**config.mk**
```make
export PLATFORM = sky130hd
export DESIGN_NAME = four_wheel_encoder_pi_speed_control_unit
export DESIGN_NICKNAME = d
export VERILOG_FILES = /design/src/sv/fwspc_pkg.sv /design/src/sv/four_wheel_encoder_pi_speed_control_unit.sv
export SDC_FILE = /design/constraint.sdc
export NUM_CORES = 2
export LEC_CHECK = 0
export ABC_CLOCK_PERIOD_IN_PS = 12150
export BUFFER_PORTS_ARGS = -buffer_cell sky130_fd_sc_hd__buf_2
export CAP_MARGIN = 10
export CORE_MARGIN = 1
export CORE_UTILIZATION = 38
export CTS_CLUSTER_DIAMETER = 120
export DETAILED_ROUTE_END_ITERATION = 12
export GPL_TIMING_DRIVEN = 0
export SETUP_SLACK_MARGIN = 0.02
export SLEW_MARGIN = 30
export SYNTH_ARGS = -nofsm -noshare
export SYNTH_HDL_FRONTEND = slang
export SYNTH_SLANG_ARGS = --single-unit
```
**constraint.sdc**
```tcl
create_clock -name clk -period 12.15 [get_ports clk]
set_clock_uncertainty 0.05 [all_clocks]
set_input_delay 0 -clock clk [delete_from_list [all_inputs] [get_ports clk]]
set_output_delay 0 -clock clk [all_outputs]
set_load 0.02 [all_outputs]
```
**src/sv/fwspc_pkg.sv**
```systemverilog
`default_nettype none

package fwspc_pkg;

	// Register indexes on the configuration port.
	localparam logic [2:0] REG_SETPOINT   = 3'd0;
	localparam logic [2:0] REG_LEFT_RATIO = 3'd1;
	localparam logic [2:0] REG_RIGHT_RAT  = 3'd2;
	localparam logic [2:0] REG_PROP_GAIN  = 3'd3;
	localparam logic [2:0] REG_INT_GAIN   = 3'd4;

	// Register values after reset.
	localparam logic [15:0] RST_SETPOINT  = 16'd0;
	localparam logic [15:0] RST_RATIO     = 16'd16384;
	localparam logic [15:0] RST_PROP_GAIN = 16'd2867;
	localparam logic [15:0] RST_INT_GAIN  = 16'd0;

	// rpm = floor(count * 150 / 23); the division is a multiplication by
	// ceil(2^29 / 23), which is exact for every dividend below 2^24.
	localparam logic [24:0] RPM_RECIP = 25'd23342214;

	// Shared multiplier operand selection.
	localparam logic [2:0] MUL_NONE = 3'd0;
	localparam logic [2:0] MUL_RPM  = 3'd1;
	localparam logic [2:0] MUL_TGT  = 3'd2;
	localparam logic [2:0] MUL_KP   = 3'd3;
	localparam logic [2:0] MUL_KI   = 3'd4;

	// Accumulator operations.
	localparam logic [1:0] ACC_NONE = 2'd0;
	localparam logic [1:0] ACC_LOAD = 2'd1;
	localparam logic [1:0] ACC_ADD  = 2'd2;

	// Jump kinds at the end of a wheel.
	localparam logic JMP_NONE  = 1'b0;
	localparam logic JMP_WHEEL = 1'b1;

	localparam int STEP_W = 3;

	// One control word of the sequencer program.
	typedef struct packed {
		logic       ld_x;
		logic [2:0] mul_op;
		logic       ld_rpm;
		logic       ld_err;
		logic       ld_sum;
		logic [1:0] acc_op;
		logic       emit;
		logic       jmp;
	} uword_t;

	// Program for one wheel, eight steps.
	function automatic uword_t ucode(input logic [STEP_W-1:0] step);
		uword_t w;
		w = '{ld_x: 1'b0, mul_op: MUL_NONE, ld_rpm: 1'b0, ld_err: 1'b0, ld_sum: 1'b0,
		       acc_op: ACC_NONE, emit: 1'b0, jmp: JMP_NONE};
		case (step)
			3'd0: w.ld_x = 1'b1;
			3'd1: w.mul_op = MUL_RPM;
			3'd2: begin
				w.ld_rpm = 1'b1;
				w.mul_op = MUL_TGT;
			end
			3'd3: w.ld_err = 1'b1;
			3'd4: begin
				w.ld_sum = 1'b1;
				w.mul_op = MUL_KP;
			end
			3'd5: begin
				w.acc_op = ACC_LOAD;
				w.mul_op = MUL_KI;
			end
			3'd6: w.acc_op = ACC_ADD;
			3'd7: begin
				w.emit = 1'b1;
				w.jmp  = JMP_WHEEL;
			end
			default: w.ld_x = 1'b0;
		endcase
		return w;
	endfunction

endpackage

`default_nettype wire

```
**src/sv/four_wheel_encoder_pi_speed_control_unit.sv**
```systemverilog
// Four-wheel encoder speed controller with a PI loop per wheel.
// Input channel (in_valid/in_ready, cmd, wheel): cmd 0 is an encoder pulse on
// the given wheel, cmd 1 is a timer tick. Pulses and ordinary ticks give no
// result. The tick that follows TICKS_BEFORE_UPDATE counted ticks closes a
// control period: a microcoded sequencer walks every wheel in turn through
// eight steps on one shared multiplier (rpm, target, P and I terms).
// in_ready stays low while the sequencer runs.
// Output channel (out_valid/out_ready): one beat per wheel, last on the final
// one. A result waits in the output register; if the receiver stalls, the
// sequencer holds at its emit step until the register is free.
// Configuration channel (cfg_valid/cfg_ready, cfg_index, cfg_data) is always
// ready; unknown indexes are ignored.
// Reset clears pulse counts, integrators and the tick count and restores the
// register defaults; no clearing pass is needed.
`default_nettype none

module four_wheel_encoder_pi_speed_control_unit
	import fwspc_pkg::*;
#(
	parameter int WHEELS              = 4,
	parameter int TICKS_BEFORE_UPDATE = 10
) (
	input  wire logic        clk,
	input  wire logic        arst_n,
	input  wire logic        cfg_valid,
	output logic             cfg_ready,
	input  wire logic [2:0]  cfg_index,
	input  wire logic [15:0] cfg_data,
	input  wire logic        in_valid,
	output logic             in_ready,
	input  wire logic        cmd,
	input  wire logic [1:0]  wheel,
	output logic             out_valid,
	input  wire logic        out_ready,
	output logic [1:0]       wheel_index,
	output logic [15:0]      speed_rpm,
	output logic [7:0]       duty,
	output logic             last
);

	localparam int WW = (WHEELS > 1) ? $clog2(WHEELS) : 1;

	// Configuration registers.
	logic [15:0] setpoint_q, left_ratio_q, right_ratio_q, kp_q, ki_q;

	// Wheel state.
	logic [15:0]        pulse_q [WHEELS];
	logic signed [31:0] esum_q  [WHEELS];
	logic [3:0]         tick_q;

	// Sequencer.
	logic              busy_q;
	logic [STEP_W-1:0] step_q;
	logic [WW-1:0]     w_q;
	uword_t            uw;

	// Datapath registers.
	logic [23:0]        x_q;
	logic signed [58:0] prod_q;
	logic [15:0]        rpm_q;
	logic signed [18:0] err_q;
	logic signed [31:0] sum_q;
	logic signed [49:0] acc_q;

	// Output register.
	logic        out_valid_q;
	logic [1:0]  wheel_index_q;
	logic [15:0] speed_rpm_q;
	logic [7:0]  duty_q;
	logic        last_q;

	logic               in_fire, out_free, emit_fire, advance, last_wheel;
	logic [WW-1:0]      addr;
	logic [15:0]        cnt_rd;
	logic [23:0]        x_d;
	logic signed [32:0] mul_a;
	logic signed [25:0] mul_b;
	logic signed [58:0] prod_d;
	logic [15:0]        rpm_d;
	logic signed [18:0] err_d;
	logic signed [32:0] sum_wide;
	logic signed [31:0] sum_d;
	logic [15:0]        ratio;
	logic [7:0]         duty_d;

	assign cfg_ready = 1'b1;
	assign in_ready  = !busy_q;
	assign in_fire   = in_valid && in_ready;

	assign out_valid   = out_valid_q;
	assign wheel_index = wheel_index_q;
	assign speed_rpm   = speed_rpm_q;
	assign duty        = duty_q;
	assign last        = last_q;

	// Current control word and handshake with the output register.
	assign uw         = ucode(step_q);
	assign out_free   = !out_valid_q || out_ready;
	assign emit_fire  = busy_q && uw.emit && out_free;
	assign advance    = busy_q && (!uw.emit || out_free);
	assign last_wheel = (w_q == WW'(WHEELS - 1));

	// One read port on the pulse counters: the sequencer owns it while busy.
	assign addr   = busy_q ? w_q : WW'(wheel);
	assign cnt_rd = pulse_q[addr];

	// Count times 150 by shifts and adds.
	assign x_d = ({8'd0, cnt_rd} << 7) + ({8'd0, cnt_rd} << 4)
	           + ({8'd0, cnt_rd} << 2) + ({8'd0, cnt_rd} << 1);

	assign ratio = (32'(w_q) < WHEELS / 2) ? right_ratio_q : left_ratio_q;

	// Operand selection for the shared multiplier.
	always_comb begin
		case (uw.mul_op)
			MUL_RPM: begin
				mul_a = {9'd0, x_q};
				mul_b = {1'b0, RPM_RECIP};
			end
			MUL_TGT: begin
				mul_a = {17'd0, setpoint_q};
				mul_b = {10'd0, ratio};
			end
			MUL_KP: begin
				mul_a = {{14{err_q[18]}}, err_q};
				mul_b = {10'd0, kp_q};
			end
			MUL_KI: begin
				mul_a = {sum_q[31], sum_q};
				mul_b = {10'd0, ki_q};
			end
			default: begin
				mul_a = '0;
				mul_b = '0;
			end
		endcase
	end

	assign prod_d = mul_a * mul_b;

	// rpm from the reciprocal product, saturated to 16 bits.
	assign rpm_d = (|prod_q[48:45]) ? 16'hFFFF : prod_q[44:29];

	// Speed error against the scaled setpoint.
	assign err_d = $signed({1'b0, prod_q[31:14]}) - $signed({3'd0, rpm_q});

	// Saturating integrator update.
	always_comb begin
		sum_wide = {esum_q[w_q][31], esum_q[w_q]} + {{14{err_q[18]}}, err_q};
		if (sum_wide[32] != sum_wide[31]) begin
			sum_d = sum_wide[32] ? 32'sh8000_0000 : 32'sh7FFF_FFFF;
		end else begin
			sum_d = sum_wide[31:0];
		end
	end

	// Duty from the Q.16 control value, clamped to 0..255.
	always_comb begin
		if (acc_q[49] || acc_q == '0) begin
			duty_d = 8'd0;
		end else if (|acc_q[48:24]) begin
			duty_d = 8'd255;
		end else begin
			duty_d = acc_q[23:16];
		end
	end

	// Configuration writes.
	always_ff @(posedge clk or negedge arst_n) begin
		if (!arst_n) begin
			setpoint_q    <= RST_SETPOINT;
			left_ratio_q  <= RST_RATIO;
			right_ratio_q <= RST_RATIO;
			kp_q          <= RST_PROP_GAIN;
			ki_q          <= RST_INT_GAIN;
		end else if (cfg_valid && cfg_ready) begin
			case (cfg_index)
				REG_SETPOINT:   setpoint_q    <= cfg_data;
				REG_LEFT_RATIO: left_ratio_q  <= cfg_data;
				REG_RIGHT_RAT:  right_ratio_q <= cfg_data;
				REG_PROP_GAIN:  kp_q          <= cfg_data;
				REG_INT_GAIN:   ki_q          <= cfg_data;
				default:        setpoint_q    <= setpoint_q;
			endcase
		end
	end

	// Pulse counters: saturating count, cleared when the sequencer reads them.
	always_ff @(posedge clk or negedge arst_n) begin
		if (!arst_n) begin
			for (int i = 0; i < WHEELS; i++) begin
				pulse_q[i] <= '0;
			end
		end else if (busy_q && uw.ld_x) begin
			pulse_q[w_q] <= '0;
		end else if (in_fire && !cmd && (32'(wheel) < WHEELS) && cnt_rd != 16'hFFFF) begin
			pulse_q[addr] <= cnt_rd + 16'd1;
		end
	end

	// Integrators.
	always_ff @(posedge clk or negedge arst_n) begin
		if (!arst_n) begin
			for (int i = 0; i < WHEELS; i++) begin
				esum_q[i] <= '0;
			end
		end else if (busy_q && uw.ld_sum) begin
			esum_q[w_q] <= sum_d;
		end
	end

	// Tick counting and sequencer control.
	always_ff @(posedge clk or negedge arst_n) begin
		if (!arst_n) begin
			tick_q <= '0;
			busy_q <= 1'b0;
			step_q <= '0;
			w_q    <= '0;
		end else if (!busy_q) begin
			if (in_fire && cmd) begin
				if (32'(tick_q) < TICKS_BEFORE_UPDATE) begin
					tick_q <= tick_q + 4'd1;
				end else begin
					tick_q <= '0;
					busy_q <= 1'b1;
					step_q <= '0;
					w_q    <= '0;
				end
			end
		end else if (advance) begin
			if (uw.jmp == JMP_WHEEL) begin
				step_q <= '0;
				if (last_wheel) begin
					busy_q <= 1'b0;
				end else begin
					w_q <= w_q + WW'(1);
				end
			end else begin
				step_q <= step_q + STEP_W'(1);
			end
		end
	end

	// Datapath registers, loaded as the control word says.
	always_ff @(posedge clk) begin
		if (busy_q) begin
			if (uw.ld_x) begin
				x_q <= x_d;
			end
			if (uw.mul_op != MUL_NONE) begin
				prod_q <= prod_d;
			end
			if (uw.ld_rpm) begin
				rpm_q <= rpm_d;
			end
			if (uw.ld_err) begin
				err_q <= err_d;
			end
			if (uw.ld_sum) begin
				sum_q <= sum_d;
			end
			case (uw.acc_op)
				ACC_LOAD: acc_q <= {prod_q[45:0], 4'd0};
				ACC_ADD:  acc_q <= acc_q + prod_q[49:0];
				default:  acc_q <= acc_q;
			endcase
		end
	end

	// Output register control.
	always_ff @(posedge clk or negedge arst_n) begin
		if (!arst_n) begin
			out_valid_q <= 1'b0;
		end else if (emit_fire) begin
			out_valid_q <= 1'b1;
		end else if (out_ready) begin
			out_valid_q <= 1'b0;
		end
	end

	// Output payload.
	always_ff @(posedge clk) begin
		if (emit_fire) begin
			wheel_index_q <= 2'(w_q);
			speed_rpm_q   <= rpm_q;
			duty_q        <= duty_d;
			last_q        <= last_wheel;
		end
	end

	// The final beat of a period always belongs to the highest wheel.
	a_last_wheel: assert property (@(posedge clk) disable iff (!arst_n)
		out_valid && last |-> wheel_index == 2'(WHEELS - 1))
		else $error("last beat on a wheel other than the highest");

	// An encoder pulse never starts a control period.
	a_pulse_no_run: assert property (@(posedge clk) disable iff (!arst_n)
		in_fire && !cmd |=> !busy_q)
		else $error("sequencer started on a pulse");

	// A finished period leaves the tick count cleared.
	a_tick_cleared: assert property (@(posedge clk) disable iff (!arst_n)
		$fell(busy_q) |-> tick_q == 4'd0)
		else $error("tick count not cleared after a period");

	// Results only appear out of a running period.
	a_out_from_run: assert property (@(posedge clk) disable iff (!arst_n)
		$rose(out_valid) |-> $past(busy_q))
		else $error("result raised outside a control period");

endmodule

`default_nettype wire

```
# Word level (Yosys, flattened, before mapping)
# Index checks and enable logic that the tools add are counted.
[op_classes]
n_addsub = 10
multipliers = 1
magnitude_cmp = 6
n_eq_ne = 24
mux = 51
n_bitwise = 5
n_reduce_logical = 42
[op_table]
columns = ["cell", "n"]
rows = [
  ["32-bit 2-to-1 mux", 5],
  ["33-bit one-hot mux with 4 select lines", 1],
  ["128-bit bitwise mux", 1],
  ["64-bit 2-to-1 mux", 2],
  ["25-bit one-hot mux with 4 select lines", 1],
  ["50-bit one-hot mux with 2 select lines", 1],
  ["16-bit 2-to-1 mux", 5],
  ["64-bit AND", 1],
  ["32-bit binary-select mux with 2-bit select", 1],
  ["64-bit bitwise mux", 1],
  ["16-bit demux with 2-bit select", 2],
  ["32-bit demux with 2-bit select", 1],
  ["64-bit NOT", 1],
  ["50-bit adder", 1],
  ["50-bit logical NOT", 1],
  ["33-bit by 26-bit multiplier with 50-bit output", 1],
  ["32-bit by 19-bit adder with 33-bit output", 1],
  ["16-bit binary-select mux with 2-bit select", 1],
  ["25-bit OR reduction", 1],
  ["23-bit by 20-bit adder with 24-bit output", 1],
  ["24-bit by 17-bit adder with 24-bit output", 1],
  ["24-bit by 18-bit adder with 24-bit output", 1],
  ["2-bit AND reduction", 12],
  ["18-bit by 16-bit subtractor with 19-bit output", 1],
  ["35 further kinds", 94],
]
[totals]
reg_bits = 501
in_bits = 27
out_inout_bits = 30

# Logic depth before layout (Yosys ltp)
[depth]
depth_word = 9
mapped_depth = 36
mapped_depth_nobuf = 33

# Worst setup path after synthesis
# Ideal clock, no wire load.
[synth_timing]
path_type = "register to register"
startpoint = "register w_q[1]"
endpoint = "register prod_q[46], data pin"
setup_ns = 0.262
arrival_time_ns = 8.536
t_required_ns = 11.838
slack_ns = 3.302
path_stages_with_launch = 31
path_cell_list = "dfrtp_1 > clkbuf_1 > buf_1 > buf_1 > mux2i_1 > nor2_1 > a221oi_1 > clkbuf_1 > nor2_1 > fa_1 > inv_1 > fa_1 > fa_1 > fa_1 > inv_1 > fa_1 > fa_1 > inv_1 > fa_1 > inv_1 > ha_1 > clkbuf_1 > nand3_1 > nor3_1 > or3b_1 > o211a_1 > or3_1 > a31oi_1 > a211oi_1 > o21bai_1 > xor2_1"
[synth_between]
elab_chain_cells = 4
[synth_rtl]
columns = ["element", "line", "text"]
rows = [
  ["from (decl)", "four_wheel_encoder_pi_speed_control_unit.sv:54", "logic [WW-1:0] w_q;"],
  ["from (signal assigned)", "four_wheel_encoder_pi_speed_control_unit.sv:236", "w_q <= w_q + WW'(1);"],
  ["2-bit less-than comparator", "four_wheel_encoder_pi_speed_control_unit.sv:111", "assign ratio = (32'(w_q) < WHEELS / 2) ? right_ratio_q : left_ratio_q;"],
  ["16-bit 2-to-1 mux", "four_wheel_encoder_pi_speed_control_unit.sv:111", ""],
  ["25-bit one-hot mux with 4 select lines", "four_wheel_encoder_pi_speed_control_unit.sv:115", "case (uw.mul_op)"],
  ["33-bit by 26-bit multiplier with 50-bit output", "four_wheel_encoder_pi_speed_control_unit.sv:139", "assign prod_d = mul_a * mul_b;"],
  ["net prod_d[46]", "four_wheel_encoder_pi_speed_control_unit.sv:78", "logic signed [58:0] prod_d;"],
  ["to (signal assigned)", "four_wheel_encoder_pi_speed_control_unit.sv:251", "prod_q <= prod_d;"],
  ["to (decl)", "four_wheel_encoder_pi_speed_control_unit.sv:59", "logic signed [58:0] prod_q;"],
]
# The timed path passes the listed nets, and every way through them passes these cells.
# A chain may end at the register's enable or synchronous reset.

# Worst setup path after layout
[layout_timing]
startpoint = "register w_q[1]"
endpoint = "register prod_q[49], data pin"
# Same word-level chain as after synthesis.

==> results.md <==
- Final setup fails: 0
- Warnings, synthesis: 0
- H-tree depth: 2
- Most frequent cells in the layout: 891 x inv_1, 618 x fa_1, 468 x nand2_1, 384 x nor2_1, 366 x ha_1
- Arr. time, crit path: 12.14 ns
- Seq/Total Area, Yosys: 0.278
- Final min period: 11.75 ns
- Initial antenna violation count: 3
- Io pins: 57
- Tcrit/Tclk final: 0.967
- Util after Layout: 0.427
- Antenna Violating Nets Remaining: 0
- Multi-input gate area in the final layout: 31,800 µm²
- Synth Register Bits: 500
- CP max FO: 10
- Starting DRT DRC Count: 3,078
- Leading cell type in the layout, fill and taps excluded: inv_1
- Die area: 130,000 µm²
- Cell taking the most area after synthesis: fa_1
- Yosys top cell area share: 0.252
- Final Non-Filler Cells: 6,811
- Num rows: 131
- Max-Cap Viols: 0
- Post-synth top flop: dfrtp_1
- Wire per inst: 22.5 µm
- Core Footprint: 128,000 µm²
- Critical path class: reg2reg
- Worst Setup SP: w_q[1]$_DFFE_PN0P_
- Slew Viols, Final: 0
- Worst path max stage delay: 0.78 ns
- Worst r2r src: w_q[1]$_DFFE_PN0P_
- Maximum buffer depth of the clock tree: 3
- Most area-consuming cells after synthesis: fa_1 25%, dfrtp_1 14%, edfxtp_1 13%
- Gate Count Post-Synth: 4,884
- Number of hold violations in the final report: 0
- Via density: 5.37
- Worst Hold Class: in2reg
- Synthesized area: 49,000 µm²
- Area Overhead vs Synth: 11.3%
- Yosys cell types: 92
- Nets: 6,111
- Status: finished, final reports clean
- Post-synth EDFFs: 217
- Diodes inserted: 0
- Hold_sp: cfg_data[7]
- Placer congestion estimate: 1.01
- DP Area: 52,400 µm²
- Unrepaired setup endpoints after global routing: no
- CTS Buf Count: 58
- Async set or reset register ratio after synthesis: 0.566
- Drt first pass iters: 6
- Largest net degree at the start of global routing: 83
- Post-CTS Setup Bufs: 0
- Fmax: 0.0851 GHz
- Design Area, Final: 54,600 µm²
- Register Area: 13,600 µm²
- Clock sinks: 500
- Root buffer cell: clkbuf_16
- Clk slew on worst S/H paths: 0.06 ns
- Number of global-route vias before repair: 37,700
- CP dominant cell by count: fa_1
- Syn avg cell area: 10.0 µm²
- Worst-Skew Late Latency: 0.68 ns
- Layout cells sized above 1: 0.0923
- Die height: 361 µm
- CTS tree: done
- Vias: 36,600
- Slew @ Worst Pin: 1.13 ns
- Drt drc: 0
- Critical Path Slowest Stage Cell: buf_1
- Die width: 361 µm
- Gr usage total: 0.237
- DP HPWL: 124,000 µm
- Placed insts: 6,670
- PortBufs: 55
- Crit end category: flop
- Slew HR: 0.237
- Initial core utilization: 0.384
- CP required: 12.54 ns
- Crit start category: flop
- First-pass GRT wire length: 233,000 µm
- Gr ovfl total: 0
- Detailed Route WL: 153,000 µm
- Layout fillers: 12,400
[cell families (layout without fill, tap and decap cells)]
kind of cell	count (synthesis)	after routing	share of synthesized area
and+or+nand+nor	1186	1186	0.106
buffers and inverters	1067	1314	0.0825
adders and majority gates	987	987	0.346
AOI/OAI and AO/OA	791	791	0.104
DFF	500	500	0.278
muxes	184	184	0.0529
xor gates and xnor gates	167	167	0.0300
other	2	20	0.000153
[stage by stage]
step	TNS (ns)	hold slack, ns	worst slack, ns
2_1_floorplan	0	-0.346	3.30
3_3_place_gp	-2.18	0.262	-0.771
3_5_place_dp	0	-0.117	0.422
4_1_cts	0	0.120	0.375
5_1_grt	0	0.163	0.0467
6_report	0	0.154	0.401
[cell type report]
class | count | share of cell area
Sequential cell | 500 | 0.249
Buffer | 175 | 0.0129
Clock inverter | 31 | 0.00534
Timing Repair Buffer | 138 | 0.0224
Inverter | 892 | 0.0613
Clock buffer | 78 | 0.0289
Tap cell | 1662 | 0.0381
Multi-Input combinational cell | 3335 | 0.582
[cell usage after synthesis, types with 9 or more instances]
library cell / number
o21ai_0: 167
nor4_1: 17
xor2_1: 51
dfstp_2: 9
or3_1: 12
a211oi_1: 26
nand3_1: 69
ha_1: 366
o21ai_1: 107
mux4_2: 48
nor2_1: 389
a21oi_1: 160
mux2_2: 120
a221oi_1: 25
and3_1: 23
edfxtp_1: 217
xnor2_1: 115
o21bai_1: 18
a211o_1: 17
clkbuf_1: 147
dfrtp_1: 274
buf_1: 13
mux2i_1: 15
a21o_1: 97
o2bb2ai_1: 15
and2_1: 38
a31oi_1: 20
inv_1: 891
buf_2: 10
fa_1: 618
o21a_1: 29
or2_2: 16
nor3_1: 36
nor2b_1: 22
nand2_1: 468
a221o_1: 24
nand4_1: 18
nand2b_1: 50
[sequential cells by signal (all words and copies together), names as in the netlist, 2 cells and up]
register	cells
acc_q	50
setpoint_q	16
ki_q	16
prod_q	50
rpm_q	16
duty	8
x_q	23
speed_rpm	16
esum_q	128
left_ratio_q	16
err_q	19
w_q	2
kp_q	16
pulse_q	64
sum_q	32
wheel_index	2
step_q	3
tick_q	4
right_ratio_q	16
[path summary, 6_finish.rpt]
| kind | endpoint | slack, ns | cells after the start |
|---|---|---|---|
| worst max-delay path | prod_q[49]$_DFFE_PP_ | 0.40 | 31 |
| worst min-delay path | kp_q[7]$_DFFE_PN0P_ | 0.15 | 3 |
| worst max register to register | prod_q[49]$_DFFE_PP_ | 0.40 | 31 |
| worst min register to register | speed_rpm[4]$_DFFE_PP_ | 0.40 | 0 |
| max in group asynchronous | esum_q[72]$_DFFE_PN0P_ | 11.14 | 4 |
| min in group asynchronous | right_ratio_q[14]$_DFFE_PN1P_ | 0.41 | 3 |
[routing by layer]
layer  wire length, µm  vias to the layer above  GRT usage
met3             12600                      351     0.0477
met2             68700                     1350      0.373
met4              7370                        0     0.0951
met5                 0                        -          0
li1                  -                    16400          -
met1             64600                    18500      0.319
[timing repair]
item,4_1_cts,5_1_grt
hold endpoints to repair,392,0
hold buffers,32,0
setup endpoints to repair,0,2
resized for setup,0,4
[critical path, delay by kind of cell (launching register included)]
family / cells / cell delay (ns)
buffers and inverters: 9 / 2.86
adders and majority gates: 8 / 3.32
and+or+nand+nor: 2 / 0.31
AOI/OAI and AO/OA: 10 / 4.03
muxes: 1 / 0.29
DFF: 1 / 0.41
xor gates and xnor gates: 1 / 0.22
Power is left out: the tool's default activity adds up to more than one toggle a clock period on the data nets, which glitch-free logic cannot reach.
